<file path="config.mk">
export PLATFORM = sky130hd
export DESIGN_NAME = gcm_ram
export DESIGN_NICKNAME = d
export VERILOG_FILES = /design/src/hdl/gcm_ram.sv
export SDC_FILE = /design/constraint.sdc
export NUM_CORES = 2
export LEC_CHECK = 0
export BUFFER_PORTS_ARGS = -buffer_cell sky130_fd_sc_hd__buf_2
export CORE_MARGIN = 1
export CORE_UTILIZATION = 40
export CTS_BUF_LIST = sky130_fd_sc_hd__clkbuf_16
export CTS_CLUSTER_DIAMETER = 30
export DETAILED_ROUTE_END_ITERATION = 12
export HOLD_SLACK_MARGIN = 0.06
export PLACE_DENSITY = 0.53
export SLEW_MARGIN = 20
export SYNTH_ARGS = -nofsm -noshare
export SYNTH_HDL_FRONTEND = slang
export SYNTH_SLANG_ARGS = --single-unit
</file>
<file path="constraint.sdc">
create_clock -name clk_i -period 2.7 [get_ports clk_i]
set_input_delay 0.135 -clock clk_i [delete_from_list [all_inputs] [get_ports clk_i]]
set_output_delay 0.135 -clock clk_i [all_outputs]
set_load 0.02 [all_outputs]
</file>
<file path="src/hdl/gcm_ram.sv">
module gcm_ram #(
  parameter int unsigned Width = 8,
  parameter int unsigned Depth = 256
) (
  input  logic                     clk_i,
  input  logic                     we_i,
  input  logic [$clog2(Depth)-1:0] waddr_i,
  input  logic [Width-1:0]         wdata_i,
  input  logic [$clog2(Depth)-1:0] raddr_i,
  output logic [Width-1:0]         rdata_o
);
  logic [Width-1:0] mem_q [Depth];
  logic [Width-1:0] rdata_q;

  always_ff @(posedge clk_i) begin
    if (we_i) begin
      mem_q[waddr_i] <= wdata_i;
    end
    rdata_q <= mem_q[raddr_i];
  end

  assign rdata_o = rdata_q;
endmodule

</file>
Word level (Yosys, flattened, before mapping)
Memory sizes are Yosys's and may differ from the RTL's. A register that Yosys moved wholly into a read port is not among the register bits.
Cells that the tools add are included.
{"block": "word_totals", "inputBits": 26, "output_inout_bits": 8, "word_cells": 3, "ram_bits": 2048, "reg_bits": 0, "mem_count": 1}
{"block": "classes", "mux": 2}
{"memory": "mem_q", "depth": 256, "word_bits": 8, "rd": 1, "rd_ports_with_merged_regs": 1, "write_ports": 1, "line": "12", "rtl": "logic [Width-1:0] mem_q [Depth];"}
{"operator": "$mux 1", "count": 2}

Longest topological paths before layout
{"block": "depth", "depth_word": 2, "depth_mapped": 11, "depth_no_buf": 6}

Worst setup path before layout
OpenSTA, ideal clock, no wires.
{"block": "synth_path", "kind": "input to register", "from": "in raddr_i[0]", "to": "reg rdata_q[2], in the netlist rdata_o[2], read port of mem_q", "stages": 9, "setup_time_ns": 0.131, "slack_ns": 0.627, "arrival_time_ns": 1.942, "path_cell_list": "buf_6 -> buf_12 -> buf_8 -> buf_2 -> mux4_2 -> a22oi_1 -> a21oi_1 -> nor4_1 -> nor4_2"}
{"item": "start, declared", "line": "9", "rtl": "input logic [$clog2(Depth)-1:0] raddr_i,"}
{"item": "end, declared", "line": "13", "rtl": "logic [Width-1:0] rdata_q;"}

==> impl_metrics.json <==
{
  "status": "complete, no violations",
  "r2r_end": "rdata_o[4]",
  "crit_path_max_fanout": 1,
  "syn_to_final_growth_pct": 28.2,
  "synth_cell_types": 55,
  "syn-cell-area_sq_um": 79600,
  "critPathLaunchType": "register",
  "ff2ff_path_depth": 8,
  "cts_max_path_buffers": 4,
  "clkTransAtPathRegs_ns": 0.05,
  "async_flop_share_pct": 0,
  "dpl.cell_count": 6793,
  "wl_mm": 215,
  "grt_antenna_before_repair": 12,
  "post_cts_buffers": 0,
  "clock_skew_ns": 0.0725,
  "fp.dieW_um": 448,
  "power_density_nw_per_um2": 891,
  "dr.pass1.iters": 6,
  "final_cell_count_no_fill": 7596,
  "syn_nets": 3759,
  "synthFlopType": "edfxtp_1",
  "slew_headroom_pct": 29.7,
  "r2r-start": "mem_q[141][4]",
  "slew_violations": 0,
  "critPathLaunch": "mem_q[141][4]",
  "dpl_cell_area_sq_um": 87400,
  "period_minus_slack_ns": 2.56,
  "grtUsageTotal_pct": 21.7,
  "maxCapViolations": 0,
  "rsz0062_at_grt": "false",
  "critPathArrivalTime_ns": 3.37,
  "fillers": 15829,
  "ir_drop_uv": 970,
  "rows": 163,
  "min_path_type": "in -> reg",
  "crit_end": "rdata_o[4]",
  "clkLatencyLatePin_ns": 0.95,
  "ys_top_cells_by_count": "2048 x edfxtp_1, 454 x mux4_2, 282 x nor2_1",
  "fin_ws_ns": 0.144,
  "ff2ff_setup_slack_ns": 0.14,
  "grt_start_max_net_pins": 107,
  "syn_inst": 3733,
  "synth_warnings": 0,
  "yosysMostFrequentCell": "edfxtp_1",
  "fmax_mhz": 391,
  "gp_congestion": 0.813,
  "whs_ns": 0.140,
  "dp_hpwl_mm": 136,
  "synth_top_cell_by_area": "edfxtp_1",
  "nets": 4631,
  "drt_iter0_markers": 4263,
  "vias": 41783,
  "setup_viol": 0,
  "hold_viol": 0,
  "fin_area_sq_um": 102000,
  "tns_ns": 0,
  "dp_slack_ns": -0.794,
  "yosysSeqAreaShare_pct": 77.5,
  "synth-edff-count": 2048,
  "ios": 34,
  "cp.required_ns": 3.51,
  "route.detailed.drc": 0,
  "period_share_pct": 94.7,
  "grt_pass1_vias": 43142,
  "ant_nets": 0,
  "viasPerCell": 5.50,
  "cts_root_buffer": "clkbuf_16",
  "grt_pass1_wl_mm": 311,
  "core_sq_um": 197000,
  "leakage_uw": 0.0342,
  "htreeDepth": 5,
  "wl_per_cell_um": 28.3,
  "overflow": 0,
  "portBuffers": 33,
  "ys_ff_latch": 2056,
  "synth.area.top_cells": "edfxtp_1 77%, mux4_2 13%, mux2i_1 1.7%",
  "netlist.area_leader.share_pct": 77.3,
  "cts_buffers": 431,
  "avgSynthCellArea_sq_um": 21.3,
  "dieArea_sq_um": 201000,
  "cts_tree": "built",
  "tightest_slew_ns": 1.04,
  "critical_path_class": "reg -> reg",
  "drive_gt1_share_pct": 36.5,
  "cts_sinks": 2056,
  "initial_core_util_pct": 40.3,
  "die_h_um": 448,
  "cp-end-kind": "register"
}
-- worst min-delay path by stage --
stage	start	end	cells after the start
global route	wdata_i[2]	mem_q[87][2]	2
detailed placement	wdata_i[1]	mem_q[71][1]	1
global placement	wdata_i[2]	mem_q[78][2]	1
CTS	wdata_i[2]	mem_q[87][2]	2
finish	wdata_i[2]	mem_q[87][2]	2
floorplan	wdata_i[0]	mem_q[0][0]	0
-- state kept, by name (all words and copies together) (netlist names) --
name	flops
mem_q	2048
rdata_o	8
-- worst max-delay path, stage by stage (launching register included) --
cell       delay, ns
edfxtp_1        0.37
mux4_2          0.50
mux4_2          0.48
nor2_1          0.12
a2111oi_1       0.07
buf_4           0.16
nor3_2          0.46
buf_4           0.23
nor4_1          0.05
-- layout by cell type, fill, tap and decap left out, drive strengths merged, types with 43 or more instances in the layout --
| master | netlist | layout |
|---|---|---|
| edfxtp | 2048 | 2048 |
| buf | 122 | 653 |
| mux4 | 456 | 456 |
| clkbuf | 111 | 437 |
| nor2 | 282 | 282 |
| clkinv | 1 | 172 |
| mux2i | 134 | 134 |
| a22oi | 133 | 133 |
| a21oi | 96 | 96 |
| inv | 1 | 66 |
| bufinv | 0 | 65 |
| o221ai | 47 | 47 |
| clkinvlp | 0 | 43 |
-- layer usage --
layer	global-route usage (%)	up-vias	part of all wire, %
li1	-	17685	-
met1	30.3	22297	43
met5	0	-	0
met2	35.1	1451	49
met3	3.75	350	6.1
met4	5.96	0	2.1
-- stage by stage --
step	utilization, %	total power, uW
after floorplan	-	37600
after global placement	44.2	39600
after detailed placement	44.2	39600
after CTS	51.7	91700
after global routing	51.7	93400
final	51.7	90900
-- power breakdown --
| part | total (uW) | switching [uW] | internal [uW] |
|---|---|---|---|
| Combinational | 3700 | 2250 | 1450 |
| Sequential | 35300 | 52.5 | 35300 |
| Clock | 51900 | 16600 | 35300 |
| Total | 90900 | 18900 | 72000 |
-- what timing repair did --
action,in CTS,in global routing
hold buffers,19,0
gates resized for setup,2,0
endpoints found under the hold margin,2396,0
setup endpoints to repair,2,0
-- logic make-up after synthesis --
kind of cell | share of synthesized area, %
AO/OA/AOI/OAI | 3.42
buffers and inverters | 1.83
flip-flops | 77.5
multiplexers | 14.6
AND/OR/NAND/NOR | 2.63
-- area by class of cell --
class | instances | area (sq um) | area share (%)
timing repair buffer | 672 | 6040 | 5.92
clock inverter | 344 | 3520 | 3.45
tap | 2640 | 3300 | 3.24
inverter | 2 | 7.51 | 0.00736
multi-input combinational | 1442 | 16500 | 16.2
clock buffer | 437 | 10900 | 10.7
antenna | 3 | 7.51 | 0.00736
sequential | 2056 | 61700 | 60.4
Note: power is estimated with default switching activity, not from simulation.
