`src/hdl/gcm_pkg.sv`:
```
package gcm_pkg;

  localparam int unsigned LabelW = 8;
  localparam int unsigned CutW = 13;
  localparam int unsigned CompW = 9;
  localparam int unsigned RankW = 4;
  localparam int unsigned EdgeW = 2 * LabelW;
  localparam logic [CompW-1:0] StopComponents = CompW'(2);
  localparam logic [RankW-1:0] RankTop = RankW'(15);
  localparam logic [CompW-1:0] VertexCountReset = CompW'(256);

  localparam logic KindLoad = 1'b0;
  localparam logic KindRun = 1'b1;

  typedef struct packed {
    logic              kind;
    logic [LabelW-1:0] u_vertex;
    logic [LabelW-1:0] v_vertex;
  } gcm_in_t;

  typedef struct packed {
    logic [CutW-1:0]  cut_size;
    logic [CompW-1:0] components_left;
    logic             edges_dropped;
  } gcm_out_t;

  typedef struct packed {
    logic [CompW-1:0] vertex_count;
  } gcm_cfg_t;

  typedef struct packed {
    logic busy;
    logic done;
  } gcm_stat_t;

endpackage

```
`src/hdl/gcm_ctrl.sv`:
```
module gcm_ctrl #(
  parameter int unsigned MAX_VERTICES = 256,
  parameter int unsigned MAX_EDGES = 4096
) (
  input  logic                              clk_i,
  input  logic                              rst_ni,
  input  logic                              start_i,
  input  logic                              ack_i,
  input  logic [gcm_pkg::CompW-1:0]         vertex_count_i,
  input  logic [$clog2(MAX_EDGES+1)-1:0]    edge_total_i,
  output logic [$clog2(MAX_EDGES)-1:0]      edge_raddr_o,
  input  logic [gcm_pkg::EdgeW-1:0]         edge_rdata_i,
  output logic                              par_we_o,
  output logic [$clog2(MAX_VERTICES)-1:0]   par_waddr_o,
  output logic [$clog2(MAX_VERTICES)-1:0]   par_wdata_o,
  output logic [$clog2(MAX_VERTICES)-1:0]   par_raddr_o,
  input  logic [$clog2(MAX_VERTICES)-1:0]   par_rdata_i,
  output logic                              rank_we_o,
  output logic [$clog2(MAX_VERTICES)-1:0]   rank_waddr_o,
  output logic [gcm_pkg::RankW-1:0]         rank_wdata_o,
  output logic [$clog2(MAX_VERTICES)-1:0]   rank_raddr_o,
  input  logic [gcm_pkg::RankW-1:0]         rank_rdata_i,
  output gcm_pkg::gcm_stat_t                stat_o,
  output logic [gcm_pkg::CutW-1:0]          cut_o,
  output logic [gcm_pkg::CompW-1:0]         comps_o
);
  import gcm_pkg::*;

  localparam int unsigned VW = $clog2(MAX_VERTICES);
  localparam int unsigned EAW = $clog2(MAX_EDGES);
  localparam int unsigned TW = $clog2(MAX_EDGES + 1);

  typedef enum logic [3:0] {
    S_IDLE, S_CLR, S_EDGE, S_ELAT, S_FIND, S_FCHK,
    S_CRD, S_CWR, S_RK1, S_RK2, S_RK3, S_DONE
  } state_e;

  state_e           state_q;
  logic [VW-1:0]    idx_q;
  logic [TW-1:0]    k_q;
  logic [TW-1:0]    cut_q;
  logic [CompW-1:0] comps_q;
  logic [VW-1:0]    cur_q, start_q, root_q, ra_q, rb_q, v_q;
  logic [RankW-1:0] rka_q;
  logic             side_q;
  logic             cut_phase_q;
  logic             a_wins;
  logic [VW-1:0]    u_lab, v_lab;

  assign u_lab = VW'(32'(edge_rdata_i[EdgeW-1:LabelW]) % MAX_VERTICES);
  assign v_lab = VW'(32'(edge_rdata_i[LabelW-1:0]) % MAX_VERTICES);
  assign a_wins = rka_q > rank_rdata_i;

  assign edge_raddr_o = k_q[EAW-1:0];
  assign par_raddr_o = (state_q == S_FCHK) ? par_rdata_i : cur_q;
  assign rank_raddr_o = (state_q == S_RK2) ? rb_q : ra_q;

  always_comb begin
    par_we_o = 1'b0;
    par_waddr_o = cur_q;
    par_wdata_o = root_q;
    rank_we_o = 1'b0;
    rank_waddr_o = rb_q;
    rank_wdata_o = rank_rdata_i + RankW'(1);
    unique case (state_q)
      S_CLR: begin
        par_we_o = 1'b1;
        par_waddr_o = idx_q;
        par_wdata_o = idx_q;
        rank_we_o = 1'b1;
        rank_waddr_o = idx_q;
        rank_wdata_o = '0;
      end
      S_CWR: begin
        par_we_o = 1'b1;
      end
      S_RK3: begin
        par_we_o = 1'b1;
        par_waddr_o = a_wins ? rb_q : ra_q;
        par_wdata_o = a_wins ? ra_q : rb_q;
        rank_we_o = (rka_q == rank_rdata_i) && (rank_rdata_i != RankTop);
      end
      default: begin
      end
    endcase
  end

  always_ff @(posedge clk_i or negedge rst_ni) begin
    if (!rst_ni) begin
      state_q <= S_IDLE;
      idx_q <= '0;
      k_q <= '0;
      cut_q <= '0;
      comps_q <= '0;
      cur_q <= '0;
      start_q <= '0;
      root_q <= '0;
      ra_q <= '0;
      rb_q <= '0;
      v_q <= '0;
      rka_q <= '0;
      side_q <= 1'b0;
      cut_phase_q <= 1'b0;
    end else begin
      unique case (state_q)
        S_IDLE: begin
          if (start_i) begin
            idx_q <= '0;
            state_q <= S_CLR;
          end
        end
        S_CLR: begin
          idx_q <= idx_q + VW'(1);
          if (idx_q == VW'(MAX_VERTICES - 1)) begin
            comps_q <= vertex_count_i;
            k_q <= '0;
            cut_phase_q <= 1'b0;
            state_q <= S_EDGE;
          end
        end
        S_EDGE: begin
          if (!cut_phase_q) begin
            if ((k_q == edge_total_i) || (comps_q <= StopComponents)) begin
              cut_phase_q <= 1'b1;
              k_q <= '0;
              cut_q <= '0;
            end else begin
              state_q <= S_ELAT;
            end
          end else if (k_q == edge_total_i) begin
            state_q <= S_DONE;
          end else begin
            state_q <= S_ELAT;
          end
        end
        S_ELAT: begin
          cur_q <= u_lab;
          start_q <= u_lab;
          v_q <= v_lab;
          side_q <= 1'b0;
          state_q <= S_FIND;
        end
        S_FIND: begin
          state_q <= S_FCHK;
        end
        S_FCHK: begin
          if (par_rdata_i == cur_q) begin
            root_q <= cur_q;
            cur_q <= start_q;
            state_q <= S_CRD;
          end else begin
            cur_q <= par_rdata_i;
          end
        end
        S_CRD: begin
          if (cur_q != root_q) begin
            state_q <= S_CWR;
          end else if (!side_q) begin
            ra_q <= root_q;
            side_q <= 1'b1;
            cur_q <= v_q;
            start_q <= v_q;
            state_q <= S_FIND;
          end else if (!cut_phase_q && (ra_q != root_q)) begin
            rb_q <= root_q;
            state_q <= S_RK1;
          end else begin
            if (ra_q != root_q) begin
              cut_q <= cut_q + TW'(1);
            end
            k_q <= k_q + TW'(1);
            state_q <= S_EDGE;
          end
        end
        S_CWR: begin
          cur_q <= par_rdata_i;
          state_q <= S_CRD;
        end
        S_RK1: begin
          state_q <= S_RK2;
        end
        S_RK2: begin
          rka_q <= rank_rdata_i;
          state_q <= S_RK3;
        end
        S_RK3: begin
          comps_q <= comps_q - CompW'(1);
          k_q <= k_q + TW'(1);
          state_q <= S_EDGE;
        end
        S_DONE: begin
          if (ack_i) begin
            state_q <= S_IDLE;
          end
        end
        default: begin
          state_q <= S_IDLE;
        end
      endcase
    end
  end

  assign stat_o.busy = (state_q != S_IDLE);
  assign stat_o.done = (state_q == S_DONE);
  assign cut_o = CutW'(cut_q);
  assign comps_o = comps_q;
endmodule

```
`config.mk`:
```
export PLATFORM = sky130hd
export DESIGN_NAME = gcm_ctrl
export DESIGN_NICKNAME = d
export VERILOG_FILES = /design/src/hdl/gcm_pkg.sv /design/src/hdl/gcm_ctrl.sv
export SDC_FILE = /design/constraint.sdc
export NUM_CORES = 1
export LEC_CHECK = 0
export BUFFER_PORTS_ARGS = -buffer_cell sky130_fd_sc_hd__buf_2
export CAP_MARGIN = 30
export CORE_MARGIN = 2
export CORE_UTILIZATION = 50
export CTS_CLUSTER_DIAMETER = 150
export CTS_CLUSTER_SIZE = 40
export DETAILED_ROUTE_END_ITERATION = 7
export GPL_ROUTABILITY_DRIVEN = 1
export PLACE_DENSITY = 0.79
export SLEW_MARGIN = 20
export SYNTH_ARGS = -nofsm -noshare
export SYNTH_HDL_FRONTEND = slang
export SYNTH_SLANG_ARGS = --single-unit
export TNS_END_PERCENT = 5
```
`constraint.sdc`:
```
create_clock -name clk_i -period 2.4 [get_ports clk_i]
set_clock_uncertainty 0.1 [all_clocks]
set_input_delay 0.24 -clock clk_i [delete_from_list [all_inputs] [get_ports clk_i]]
set_output_delay 0.24 -clock clk_i [all_outputs]
set_load 0.01 [all_outputs]
```
======== Word level (Yosys, flattened, before mapping) ========
Cells that the tools add are included.
operators by class
  add/sub/neg operators ................... 5
  multiply operators ...................... 0
  divide/modulo/power cells ............... 0
  magnitude comparators ................... 2
  equality and inequality tests ........... 30
  shift operators ......................... 0
  multiplexer cells ....................... 48
  bitwise operators ....................... 2
  reductions and logical operators ........ 26
operator list
  cell                                                  number
  two-way mux 13 bit                                    10
  two-way mux 8 bit                                     9
  case mux 8 bit (2 select lines)                       4
  case mux 13 bit (4 select lines)                      1
  case mux 4 bit (12 select lines)                      1
  two-way mux 4 bit                                     11
  case mux 8 bit (4 select lines)                       1
  adder 13 x 1 -> 13 bit (second input constant)        2
  case mux 13 bit (2 select lines)                      1
  != test 2 bit (second input constant)                 10
  case mux 9 bit (2 select lines)                       1
  equality test 4 x 3 -> 1 bit (second input constant)  4
  equality test 4 bit (second input constant)           4
  != test 8 bit                                         2
  AND reduction 7 bit                                   2
  equality test 13 bit                                  1
  nonzero test 4 bit                                    3
  AND reduction 2 bit                                   5
  nonzero test 2 bit                                    5
  <= comparator 9 x 2 -> 1 bit (second input constant)  1
  two-way mux 9 bit                                     1
  AND reduction 3 bit                                   3
  subtractor 9 x 1 -> 9 bit (second input constant)     1
  adder 8 x 1 -> 8 bit (second input constant)          1
  other kinds (20)                                      29
word-level totals
  register bits ........................... 101
  bits in latches ......................... 0
  memory bits (writable) .................. 0
  ROM bits ................................ 0
  bits of input ports ..................... 54
  output and inout port bits .............. 82
  logic and storage cells ................. 127
  memories kept ........................... 0

======== Longest topological paths before layout ========
  depth in word-level cells ............... 6
  gate-level depth with buffers ........... 10

======== Worst setup path before layout ========
No wires, ideal clock.
  kind .................................... register to output
  start point ............................. reg rka_q[1]
  end point ............................... out par_waddr_o[6]
  arrival ................................. 2281 ps
  setup slack ............................. -221 ps
  stages on the path, launching flop included .. 9
  path through ............................ dfrtp_1 > ha_1 > nor2b_1 > o21a_1 > o21a_1 > o21ai_1 > buf_2 > mux2i_1 > o21ai_0
on the way
  word-level cells in the longest chain between the ends .. 3
ends and longest elaborated chain
  element                          RTL line         text
  start, declared                  gcm_ctrl.sv:44   logic [RankW-1:0] rka_q;
  start signal, assigned           gcm_ctrl.sv:183  rka_q <= rank_rdata_i;
  greater-than comparator 4 bit    gcm_ctrl.sv:52   assign a_wins = rka_q > rank_rdata_i;
  two-way mux 8 bit                gcm_ctrl.sv:79   par_waddr_o = a_wins ? rb_q : ra_q;
  case mux 8 bit (2 select lines)  gcm_ctrl.sv:65   unique case (state_q)
  end, declared                    gcm_ctrl.sv:14   output logic [$clog2(MAX_VERTICES)-1:0] par_waddr_o,
Every way passes these cells.

======== Worst setup path in the final report ========
  start point ............................. reg rka_q[1]
  end point ............................... out par_waddr_o[4]
The elaborated chain is that of the path after synthesis.

==> out/qor.yml <==
outcome: "finished with violations"
violations: "negative setup slack"
combPwrFrac_pct: 51.0
die_w_microns: 117.0
clkLatencyLatePin_ps: 350
cts_buffer_depth: 2
seq_power_share_pct: 31.0
leakage_nw: 3.866
worst_slew_pin_slew_ps: 559.5
start_util_pct: 51.00
grt_pass1_vias: 5486
rsz0062_at_grt: "true"
layout-drive-gt1-share_pct: 32.92
synth_edf_count: 0
synth_top_area_cell: "dfrtp_1"
wl_per_cell_microns: 16.58
drv_cap: 0
numCtsBuffers: 9
antenna_left: 0
syn_area_sq_um: 6384
yosys_warnings: 0
chipHeight_microns: 117.0
viasPerCell: 5.721
stdcell_area_sq_um: 8053
power.switching_w: 0.003600
core_sq_um: 12520
crit_arrival_ps: 2390
syn_area_per_cell_sq_um: 8.829
place_congestion: 0.8973
peakVddDrop_mv: 0.6011
finalCriticalPeriod_ps: 2727
clockPowerShare_pct: 18.0
area_delta_synth_final_pct: 26.15
htree_levels: 3
multiInputGateArea_sq_um: 3696
grt_overflow: 0
clk_pin_slew_ps: 70
cts_tree: "yes"
grt_first_pass_wirelength_mm: 27.50
grt_usage_pct: 25.61
report.final.slew_viol_count: 0
cts.sinks: 101
drt_iter0_markers: 428
finalCritPeriodShare_pct: 113.6
power.density_nw_per_um2: 1081
routed-via-count: 6041
hp-class: "in2reg"
num-nets-final: 945
critical_path_required_ps: 2060
yosys_most_used_dff: "dfrtp_1"
setup_ws_ps: -327.0
wl_mm: 17.51
dp_hpwl_mm: 12.57
start_kind: "flop"
yosysTopAreaCellShare_pct: 39.59
syn_inst: 723
intPower_w: 0.005109
cp-end-kind: "output port"
pin_count: 136
relSlewSlack_pct: 62.45
final_hold_viol_count: 0
dp_slack_ps: -21.72
grt_start_max_net_pins: 40
fillers: 1130
report.final.setup_viol: 16
synth-seq-cells: 101
swShare_pct: 41.34
yosysMostFrequentCell: "nand2_1"
rows: 41
ys_seq_area_share_pct: 39.59
regArea_sq_um: 2531
fin_util_pct: 64.33
firstDrtPassIters: 6
root_buffer: "clkbuf_16"
synth_area_leaders: "dfrtp_1 (40%), mux2_2 (7.6%), nand2_1 (7.1%)"
die_area_sq_um: 13690
critPathKind: "reg2out"
synth_fp_nets: 787
diodes: 0
antenna_found_initial: 0
async_flop_share_pct: 100.0
path_max_fanout: 8
post-route-drc-count: 0
ys_types: 52
ys_top_cells_by_count: "nand2_1 (120), dfrtp_1 (101), nor2_1 (51)"
io_buffers: 135
dpl_cell_area_sq_um: 7516
fmax_mhz: 366.7
==> cells by family after synthesis <==
group | synth area share (%)
and+or+nand+nor | 19.68
adders and majority gates | 1.960
xor gates and xnor gates | 5.488
DFF | 39.59
AOI/OAI and AO/OA | 17.92
muxes | 10.41
buffers and inverters | 4.959
==> critical path: stages (launching register included) <==
cell	delay, ps
dfrtp_1	410
ha_4	220
nor2b_4	120
o21a_1	160
o21a_1	200
o21ai_4	220
buf_12	180
mux2i_4	240
o211ai_1	130
buf_2	160
==> what timing repair did <==
action,CTS,global route
setup endpoints to repair,19,56
resized for setup,3,28
gates cloned,0,1
buffers inserted,1,0
hold buffers,3,0
pin swaps,1,8
hold endpoints to repair,39,0
==> per-stage QoR <==
step / total power (W) / setup TNS (ps) / cells / hold WS, ps
after detailed placement: 0.006893 / -36.56 / 1037 / 162.5
after global placement: 0.006801 / 0 / 1037 / 161.4
after global routing: 0.009308 / -6411 / 1056 / 13.87
after floorplan: 0.005434 / 0 / 723 / -155.6
final: 0.008709 / -4150 / 1056 / 14.25
after CTS: 0.008493 / -4103 / 1055 / 8.368
==> state kept, by name, indices dropped and copies added, names as in the netlist <==
register / count
k_q: 13
ra_q: 8
comps_o: 9
cut_phase_q: 1
v_q: 8
start_q: 8
root_q: 8
idx_q: 8
rb_q: 8
cur_q: 8
state_q: 4
side_q: 1
rka_q: 4
cut_o: 13
==> cell usage in the layout, fill, tap and decap left out, types with 4 or more instances in the layout <==
cell type and instances:
a21oi_1 17, nand2b_1 14, and3_1 14, a221oi_1 8, and2_1 5, xor2_1 6
a31oi_1 6, nor3_2 4, nor2_1 51, buf_12 4, buf_2 134, a21o_1 13
nor3_1 10, o41ai_2 5, xnor2_1 33, mux2i_1 17, inv_1 10, ha_1 9
buf_4 56, nand4_1 13, o31ai_1 18, clkbuf_16 10, o21ai_0 40, dfrtp_1 98
o211ai_1 17, or3_1 4, nand2_1 120, mux2_2 43, o21ai_1 22, o31ai_2 8
nand3_1 23
==> layer usage <==
layer / global-route usage [%] / up-vias / share of wire (%) / wire [microns]
met5: 0 / - / 0 / 0
met4: 8.784 / 0 / 2.0 / 357
met3: 3.553 / 27 / 5.0 / 876
met2: 40.69 / 201 / 48 / 8385
met1: 36.21 / 2919 / 45 / 7886
li1: - / 2894 / - / -
==> power groups by stage <==
stage	Combinational, W	Clock, W	Sequential (W)
floorplan	0.00282	0	0.00262
global placement	0.00413	0	0.00267
detailed placement	0.00420	0	0.00270
CTS	0.00423	0.00159	0.00267
global route	0.00488	0.00166	0.00277
finish	0.00444	0.00157	0.00270
==> worst paths after layout <==
check | startpoint | to | slack [ps] | depth (start not counted)
setup / recovery | rka_q[1] | par_waddr_o[4] | -330 | 9
setup reg to reg | root_q[0] | k_q[4] | 40 | 8
max in group asynchronous | rst_ni | ra_q[4] | 1120 | 3
hold / removal | edge_rdata_i[5] | v_q[5] | 10 | 2
min in group asynchronous | rst_ni | cut_o[6] | 300 | 2
hold reg to reg | start_q[7] | start_q[7] | 380 | 1
==> final cells by class <==
| cell class | count | share of cell area (%) |
|---|---|---|
| repair buffers | 201 | 15.65 |
| well taps | 172 | 2.672 |
| clock inverters | 4 | 0.9167 |
| multi-input cells | 558 | 45.90 |
| inverters | 10 | 0.4661 |
| clock buffers | 10 | 2.968 |
| flip-flops and latches | 101 | 31.43 |
Note: power is estimated with default switching activity, not from simulation.
